`src/sv/tfbm_pkg.sv`:
```
`default_nettype none

package tfbm_pkg;

    // default sizes
    localparam int TABLE_DEPTH_DEF = 4096;
    localparam int ANGLE_BITS_DEF  = 20;
    localparam int ID_BITS_DEF     = 17;

    // command codes on the input tuser
    localparam logic [1:0] CMD_LOAD  = 2'd0;
    localparam logic [1:0] CMD_QUERY = 2'd1;
    localparam logic [1:0] CMD_CLEAR = 2'd2;

    // status codes on the output tuser
    localparam logic [2:0] STS_LOADED  = 3'd0;
    localparam logic [2:0] STS_FULL    = 3'd1;
    localparam logic [2:0] STS_MATCH   = 3'd2;
    localparam logic [2:0] STS_EMPTY   = 3'd3;
    localparam logic [2:0] STS_CLEARED = 3'd4;

    // search sequencer
    typedef enum logic [2:0] {
        S_IDLE,
        S_SCAN,
        S_DRAIN,
        S_FETCH,
        S_DONE
    } t_state;

endpackage

`default_nettype wire

```
`src/sv/tfbm_dist.sv`:
```
`default_nettype none

// shared l1 distance unit, one entry per cycle, result registered
module tfbm_dist #(
    parameter int ANGLE_BITS = tfbm_pkg::ANGLE_BITS_DEF
) (
    input  wire                    i_clk,
    input  wire  [ANGLE_BITS-1:0]  i_q_beta,
    input  wire  [ANGLE_BITS-1:0]  i_q_first,
    input  wire  [ANGLE_BITS-1:0]  i_q_second,
    input  wire  [ANGLE_BITS-1:0]  i_e_beta,
    input  wire  [ANGLE_BITS-1:0]  i_e_first,
    input  wire  [ANGLE_BITS-1:0]  i_e_second,
    input  wire                    i_swap,
    output logic [ANGLE_BITS+1:0]  o_dist
);

    logic [ANGLE_BITS-1:0] w_qa;
    logic [ANGLE_BITS-1:0] w_qb;
    logic [ANGLE_BITS-1:0] w_d0;
    logic [ANGLE_BITS-1:0] w_d1;
    logic [ANGLE_BITS-1:0] w_d2;
    logic [ANGLE_BITS+1:0] r_dist;

    // swapped pass exchanges the query side angles
    assign w_qa = i_swap ? i_q_second : i_q_first;
    assign w_qb = i_swap ? i_q_first  : i_q_second;

    // absolute differences
    assign w_d0 = (i_q_beta >= i_e_beta) ? (i_q_beta - i_e_beta) : (i_e_beta - i_q_beta);
    assign w_d1 = (w_qa >= i_e_first) ? (w_qa - i_e_first) : (i_e_first - w_qa);
    assign w_d2 = (w_qb >= i_e_second) ? (w_qb - i_e_second) : (i_e_second - w_qb);

    // sum of the three, registered
    always_ff @(posedge i_clk) begin
        r_dist <= {2'b00, w_d0} + {2'b00, w_d1} + {2'b00, w_d2};
    end

    assign o_dist = r_dist;

endmodule

`default_nettype wire

```
`config.mk`:
```
export PLATFORM = sky130hd
export DESIGN_NAME = tfbm_dist
export DESIGN_NICKNAME = d
export VERILOG_FILES = /design/src/sv/tfbm_pkg.sv /design/src/sv/tfbm_dist.sv
export SDC_FILE = /design/constraint.sdc
export NUM_CORES = 1
export LEC_CHECK = 0
export ABC_AREA = 1
export BUFFER_PORTS_ARGS = -buffer_cell sky130_fd_sc_hd__buf_2
export CORE_MARGIN = 8
export CORE_UTILIZATION = 61
export DETAILED_ROUTE_END_ITERATION = 10
export PLACE_DENSITY = 0.84
export SYNTH_ARGS = -nofsm -noshare
export SYNTH_HDL_FRONTEND = slang
export SYNTH_SLANG_ARGS = --single-unit
```
`constraint.sdc`:
```
create_clock -name i_clk -period 6.6 [get_ports i_clk]
set_input_delay 1.32 -clock i_clk [delete_from_list [all_inputs] [get_ports i_clk]]
set_output_delay 1.32 -clock i_clk [all_outputs]
set_load 0.02 [all_outputs]
```
==> results of run 1 <==
-- worst max-delay path: stages --
cell and delay (ps):
buf_2 270, buf_4 280, buf_4 210, nand2_1 70, o21ai_0 110, inv_1 70, ha_1 420, nand2_1 140
nor2_1 230, nand2_1 80, nor3_1 170, nor2_1 90, nand2_2 140, inv_2 150, nand2_1 90, nand2_1 80
fa_1 520, inv_1 50, ha_1 370, nand2_1 120, o21ai_0 250, nor2_1 120, o21ai_0 440, nand3_1 190
nand3_1 120, nand2_1 70
-- per-layer routing --
| metal | up-vias | GRT usage [%] | wire (um) |
|---|---|---|---|
| li1 | 6250 | - | - |
| met1 | 5469 | 39.7 | 15100 |
| met2 | 555 | 53.4 | 16000 |
| met3 | 79 | 3.25 | 2920 |
| met4 | 0 | 12.1 | 1400 |
| met5 | - | 0 | 0 |
-- power groups by stage --
stage          Sequential [mW]  Combinational, mW  Clock [mW]
2_1_floorplan            0.338               1.87           0
3_3_place_gp             0.247               2.59           0
3_5_place_dp             0.249               2.65           0
4_1_cts                  0.249               2.67       0.171
5_1_grt                  0.255               3.04       0.178
6_report                 0.247               2.73       0.171
-- layout make-up --
cell class / instances / area [um2] / share of cell area [%]
clock buffer: 3 / 75.1 / 0.649
multi-input combinational: 1488 / 8320 / 71.9
timing repair buffer: 151 / 776 / 6.70
clock inverter: 1 / 30.0 / 0.259
sequential: 22 / 440 / 3.81
inverter: 439 / 1650 / 14.3
tap: 225 / 282 / 2.43
-- final timing paths --
kind	slack, ps	start	end
setup / recovery	580	i_swap	o_dist[16]$_DFF_P_
hold / removal	1760	i_e_beta[0]	o_dist[0]$_DFF_P_
-- metrics by stage --
| step | instance area [um2] | util [%] |
|---|---|---|
| final | 11600 | 67.4 |
| after global routing | 11600 | 67.4 |
| after CTS | 11600 | 67.4 |
| after detailed placement | 11500 | 66.8 |
| after global placement | 11500 | 66.8 |
| after floorplan | 10600 | - |
-- cell usage in the layout (no fill, tap or decap), types with 4 or more instances in the layout --
| cell type | instances |
|---|---|
| ha_1 | 136 |
| xnor2_1 | 8 |
| and2_1 | 8 |
| a21oi_1 | 105 |
| nor3_1 | 15 |
| dfxtp_1 | 22 |
| o21ai_0 | 59 |
| o21bai_1 | 23 |
| nor2_1 | 108 |
| nor2_2 | 5 |
| inv_1 | 435 |
| nand2_1 | 724 |
| o21ai_1 | 15 |
| nand4_1 | 12 |
| nand2_2 | 17 |
| a21o_1 | 7 |
| o21a_1 | 4 |
| xor2_1 | 56 |
| buf_4 | 8 |
| nand3_1 | 137 |
| buf_2 | 143 |
| fa_1 | 27 |
-- kinds of logic (layout without fill, tap and decap cells) --
family / Yosys count / in the layout / share of synthesized area (%)
flip-flops: 22 / 22 / 4.14
adder cells (fa/ha/maj): 163 / 163 / 21.1
AO/OA/AOI/OAI: 215 / 215 / 11.0
AND/OR/NAND/NOR: 1046 / 1046 / 40.9
XOR/XNOR: 64 / 64 / 5.27
buffers and inverters: 475 / 594 / 17.7
==> Flow_metrics.wiki, run 1 <==
{| class="wikitable"
! Metric !! Value
|-
| Class of the tightest hold or removal check || primary input to flop
|-
| Average instance area after synthesis || 5.36 um2
|-
| Synthesized area || 10600 um2
|-
| Leak Pwr || 7.41 nW
|-
| Number of vias in the routed layout || 12353
|-
| Maximum clock rate || 0.166 GHz
|-
| Setup bufs post-CTS || 0
|-
| Area added between synthesis and finish || 8.73%
|-
| Cell types with the largest area share after synthesis || nand2_1, ha_1, inv_1, nand3_1, fa_1
|-
| Wire length of the first global-routing pass || 56.4 mm
|-
| Remaining antenna violation count after routing || 0
|-
| Total of fill cells in the finished design || 1721
|-
| Die span in y || 148 um
|-
| Worst-path clk slew || 60 ps
|-
| Root Buffer Master || clkbuf_16
|-
| Number of enable-type register cells in the synthesized netlist || 0
|-
| Hold violation total from the final report || 0
|-
| PnR worst setup slack || 583 ps
|-
| Number of I/O pins || 144
|-
| Layout cells sized above 1 || 9.36%
|-
| Largest vdd supply drop || 0.363 mV
|-
| Final Cycle Share || 91.2%
|-
| IO buf count || 143
|-
| Yosys warnings || 0
|-
| Count of final setup violators || 0
|-
| Worst hold margin || 1760 ps
|-
| Flip-flop and latch count after synthesis || 22
|-
| Crit path capture type || flop
|-
| Post-CTS Hold Buffers || 0
|-
| Sink count of the clock tree || 22
|-
| Async set-or-reset flop fraction in the synthesized netlist || 0%
|-
| Data required, critical path || 6750 ps
|-
| Gate Count Post-Synth || 1985
|-
| Flip-flop count of the largest register after layout || 22
|-
| Via count of the first global-routing pass || 11691
|-
| Detailed placer's ending HPWL || 31.5 mm
|-
| Std-Cell Core Area || 17200 um2
|-
| Length of the first detailed-routing pass in iterations || 5
|-
| Post-synthesis net count || 2270
|-
| Instance count along the most critical hold path || 4
|-
| Placement Setup Slack || 407 ps
|-
| DR iter-0 viols || 988
|-
| Routed WL per cell || 15.2 um
|-
| Part of the power in the clock network || 5.4%
|-
| Net count of the finished layout || 2390
|-
| Yosys cell types || 41
|-
| Clock tree from TritonCTS || done
|-
| Design internal power || 1.28 mW
|-
| Power density cells || 272 nW/um2
|-
| Category of the critical setup timing path || primary input to flop
|-
| Initial standard-cell utilization of the core || 62.0%
|-
| Die X-Extent || 148 um
|-
| Routed wire length || 35.4 mm
|-
| Sequential area share after synthesis || 4.14%
|-
| Worst Path Max Fanout || 21
|-
| Antenna violations before repair || 0
|-
| Cell Rows || 48
|-
| Actual transition at the worst max-transition pin || 597 ps
|-
| Maximum clock insertion buffer count || 2
|-
| Share of the synthesized area in the top cell type || 25.5%
|-
| Combinational power share || 86.7%
|-
| Net Switching || 1.87 mW
|-
| Element type at the critical path start || primary input
|-
| Clock buffer count from CTS || 3
|-
| Final cell count without fillers || 2329
|-
| Gp weighted congestion || 1.02
|-
| Antenna cells || 0
|-
| Worst-case headroom to the max-slew limit || 59.8%
|-
| Largest net degree at the start of global routing || 29
|-
| DRC violation count after routing || 0
|-
| Status || completed
|-
| Switching power as a share of total power || 59.3%
|-
| Most common cell in the synthesized netlist || nand2_1
|-
| Post-cts gate resize count || 0
|-
| Most frequent cells after synthesis || nand2_1, inv_1, nand3_1, ha_1, nor2_1
|-
| Final Critical Period || 6020 ps
|-
| RSZ-0062 raised after global routing || no
|-
| Worst path arrival time || 6170 ps
|-
| Average vias per placed instance || 5.30
|-
| Main synth FF type || dfxtp_1
|-
| Remaining Overflow, GRT || 0
|-
| Post-route total power || 3.15 mW
|-
| Summed negative setup slack over all endpoints || 0 ps
|-
| Final Slew Violations || 0
|-
| CTS H-Tree Depth || 1
|-
| Die ar. || 21900 um2
|-
| Cell count after placement || 2325
|-
| Global-route usage over all layers || 31.3%
|-
| Library cell occupying the most area in the post-synthesis netlist || nand2_1
|-
| Count of max-cap constraint violations || 0
|-
| Sequential share of power || 7.9%
|}
No activity file was read; power rests on OpenSTA's default activity.
==> inputs of run 2 (changes only) <==
--- a/config.mk
+++ b/config.mk
@@ -8,9 +8,10 @@
 export ABC_AREA = 1
 export BUFFER_PORTS_ARGS = -buffer_cell sky130_fd_sc_hd__buf_2
 export CORE_MARGIN = 8
-export CORE_UTILIZATION = 61
+export CORE_UTILIZATION = 55
 export DETAILED_ROUTE_END_ITERATION = 10
-export PLACE_DENSITY = 0.84
+export GPL_TIMING_DRIVEN = 0
+export PLACE_DENSITY = 0.8
 export SYNTH_ARGS = -nofsm -noshare
 export SYNTH_HDL_FRONTEND = slang
 export SYNTH_SLANG_ARGS = --single-unit
==> constraint.sdc (replaced) <==
create_clock -name i_clk -period 4.9 [get_ports i_clk]
set_input_delay 0.98 -clock i_clk [delete_from_list [all_inputs] [get_ports i_clk]]
set_output_delay 0.98 -clock i_clk [all_outputs]
set_load 0.02 [all_outputs]
==> run 2 against run 1 <==
Compared with the run above: via count increased by 3.8%; die area increased by 9.7%; largest cell class unchanged; critical path depth increased by 1; routed wire length increased by 4.7%; non-clock buffer count increased by 50; sequential share of layout area decreased by 0.46 points.
==> Flow_metrics.wiki, run 2 (synthesized netlist as in run 1, its figures left out) <==
{| class="wikitable"
! Metric !! Value
|-
| Die ar. || 24100 um2
|-
| Worst-case headroom to the max-slew limit || 71.2%
|-
| Final Slew Violations || 0
|-
| Net count of the finished layout || 2441
|-
| Average vias per placed instance || 5.30
|-
| PnR worst setup slack || 105 ps
|-
| Number of I/O pins || 144
|-
| Length of the first detailed-routing pass in iterations || 6
|-
| Maximum clock rate || 0.209 GHz
|-
| Slowest CP cell || fa_1
|-
| Detailed placer's ending HPWL || 30.2 mm
|-
| Die span in y || 155 um
|-
| Number of vias in the routed layout || 12820
|-
| Routed WL per cell || 15.3 um
|-
| Worst-path clk slew || 60 ps
|-
| Clock buffer count from CTS || 3
|-
| DRC violation count after routing || 0
|-
| Antenna cells || 0
|-
| Final Cycle Share || 97.9%
|-
| Placement Setup Slack || -1040 ps
|-
| Count of final setup violators || 0
|-
| Std-Cell Core Area || 19200 um2
|-
| Crit path capture type || flop
|-
| Sink count of the clock tree || 22
|-
| Final Critical Period || 4800 ps
|-
| Power density cells || 379 nW/um2
|-
| Area added between synthesis and finish || 23.8%
|-
| Largest vdd supply drop || 0.288 mV
|-
| Top library cells by usage in the layout, fill and taps aside || nand2_1, inv_1, buf_2
|-
| Largest delay share family, worst path || simple AND/OR/NAND/NOR gates
|-
| Post-route total power || 4.99 mW
|-
| Via count of the first global-routing pass || 11980
|-
| Final cell count without fillers || 2420
|-
| Initial standard-cell utilization of the core || 55.4%
|-
| Count of max-cap constraint violations || 0
|-
| Class of the tightest hold or removal check || primary input to flop
|-
| Layout cells sized above 1 || 18.9%
|-
| Leak Pwr || 7.87 nW
|-
| Largest net degree at the start of global routing || 14
|-
| IO buf count || 142
|-
| Total of fill cells in the finished design || 1780
|-
| CTS H-Tree Depth || 1
|-
| Source of the critical timing path || i_swap
|-
| Commonest non-fill, non-tap cell in the layout || nand2_1
|-
| Cell Rows || 51
|-
| Number of cells on the critical path || 27
|-
| Remaining Overflow, GRT || 0
|-
| Placement-stage cell area || 11700 um2
|-
| Hold violation total from the final report || 0
|-
| Actual transition at the worst max-transition pin || 431 ps
|-
| Routed wire length || 37.1 mm
|-
| Status || completed
|-
| Wire length of the first global-routing pass || 56.6 mm
|-
| Worst path arrival time || 4970 ps
|-
| Timing endpoint of the critical path || o_dist[19]$_DFF_P_
|-
| Cell with the most instances on the worst path || inv_1
|-
| Flip-flop count of the largest register after layout || 22
|-
| RSZ-0062 raised after global routing || yes
|-
| Worst Path Max Fanout || 11
|-
| Summed negative setup slack over all endpoints || 0 ps
|-
| Cell count after placement || 2392
|-
| Remaining antenna violation count after routing || 0
|-
| Finished Cell Area || 13200 um2
|-
| Global-route usage over all layers || 28.6%
|-
| Delay of the slowest cell on the worst path || 470 ps
|-
| Element type at the critical path start || primary input
|-
| Category of the critical setup timing path || primary input to flop
|-
| Die X-Extent || 155 um
|-
| Clock tree from TritonCTS || done
|-
| DR iter-0 viols || 1056
|-
| Maximum clock insertion buffer count || 2
|-
| Root Buffer Master || clkbuf_16
|-
| Antenna violations before repair || 0
|-
| Gp weighted congestion || 0.962
|-
| Post-CTS Hold Buffers || 0
|-
| CP Buf/Inv Count || 9
|-
| Data required, critical path || 5080 ps
|}
## run 2: worst min path at each step
stage,start,end,slack (ps),depth (start not counted)
floorplan,o_dist[0]$_DFF_P_,o_dist[0],1320,0
global placement,o_dist[2]$_DFF_P_,o_dist[2],1400,1
detailed placement,o_dist[1]$_DFF_P_,o_dist[1],1400,1
CTS,i_e_beta[0],o_dist[0]$_DFF_P_,1350,4
global route,i_e_beta[0],o_dist[0]$_DFF_P_,1400,4
finish,i_e_beta[0],o_dist[0]$_DFF_P_,1350,4
## run 2: final cells by class
class | instances | area (um2) | area share, %
sequential | 22 | 440 | 3.34
tap | 265 | 332 | 2.52
clock buffer | 3 | 75.1 | 0.570
clock inverter | 1 | 30.0 | 0.228
buffer | 35 | 393 | 2.98
inverter | 439 | 1660 | 12.6
timing repair buffer | 166 | 916 | 6.95
multi-input combinational | 1489 | 9340 | 70.8
## run 2: power breakdown
| part | total (mW) | internal, mW | switching, mW |
|---|---|---|---|
| combinational | 4.44 | 1.70 | 2.74 |
| clock | 0.229 | 0.162 | 0.0668 |
| sequential | 0.328 | 0.308 | 0.0197 |
## run 2: through the flow
| step | util, % | hold WS (ps) |
|---|---|---|
| after floorplan | - | 1320 |
| after global routing | 68.6 | 1400 |
| after global placement | 60.9 | 1400 |
| after CTS | 64.7 | 1350 |
| after detailed placement | 60.9 | 1400 |
| final | 68.6 | 1350 |
## run 2: layer usage
layer | share of wire, % | wire, um | vias up | track usage, %
met5 | 0 | 0 | - | 0
met4 | 4.5 | 1660 | 0 | 11.8
met3 | 8.0 | 2950 | 104 | 4.16
met2 | 46 | 17200 | 574 | 48.9
met1 | 41 | 15200 | 5786 | 35.4
li1 | - | - | 6356 | -
## run 2: worst min-delay path, cell delays in order
cell and delay (ps):
buf_2 90, ha_1 260, inv_1 90, fa_1 160
## run 2: repair_timing
item / 4_1_cts / 5_1_grt
pin swaps: 9 / 28
endpoints found under the setup margin: 18 / 17
gates resized for setup: 163 / 140
buffers inserted: 5 / 16
cloned: 0 / 4
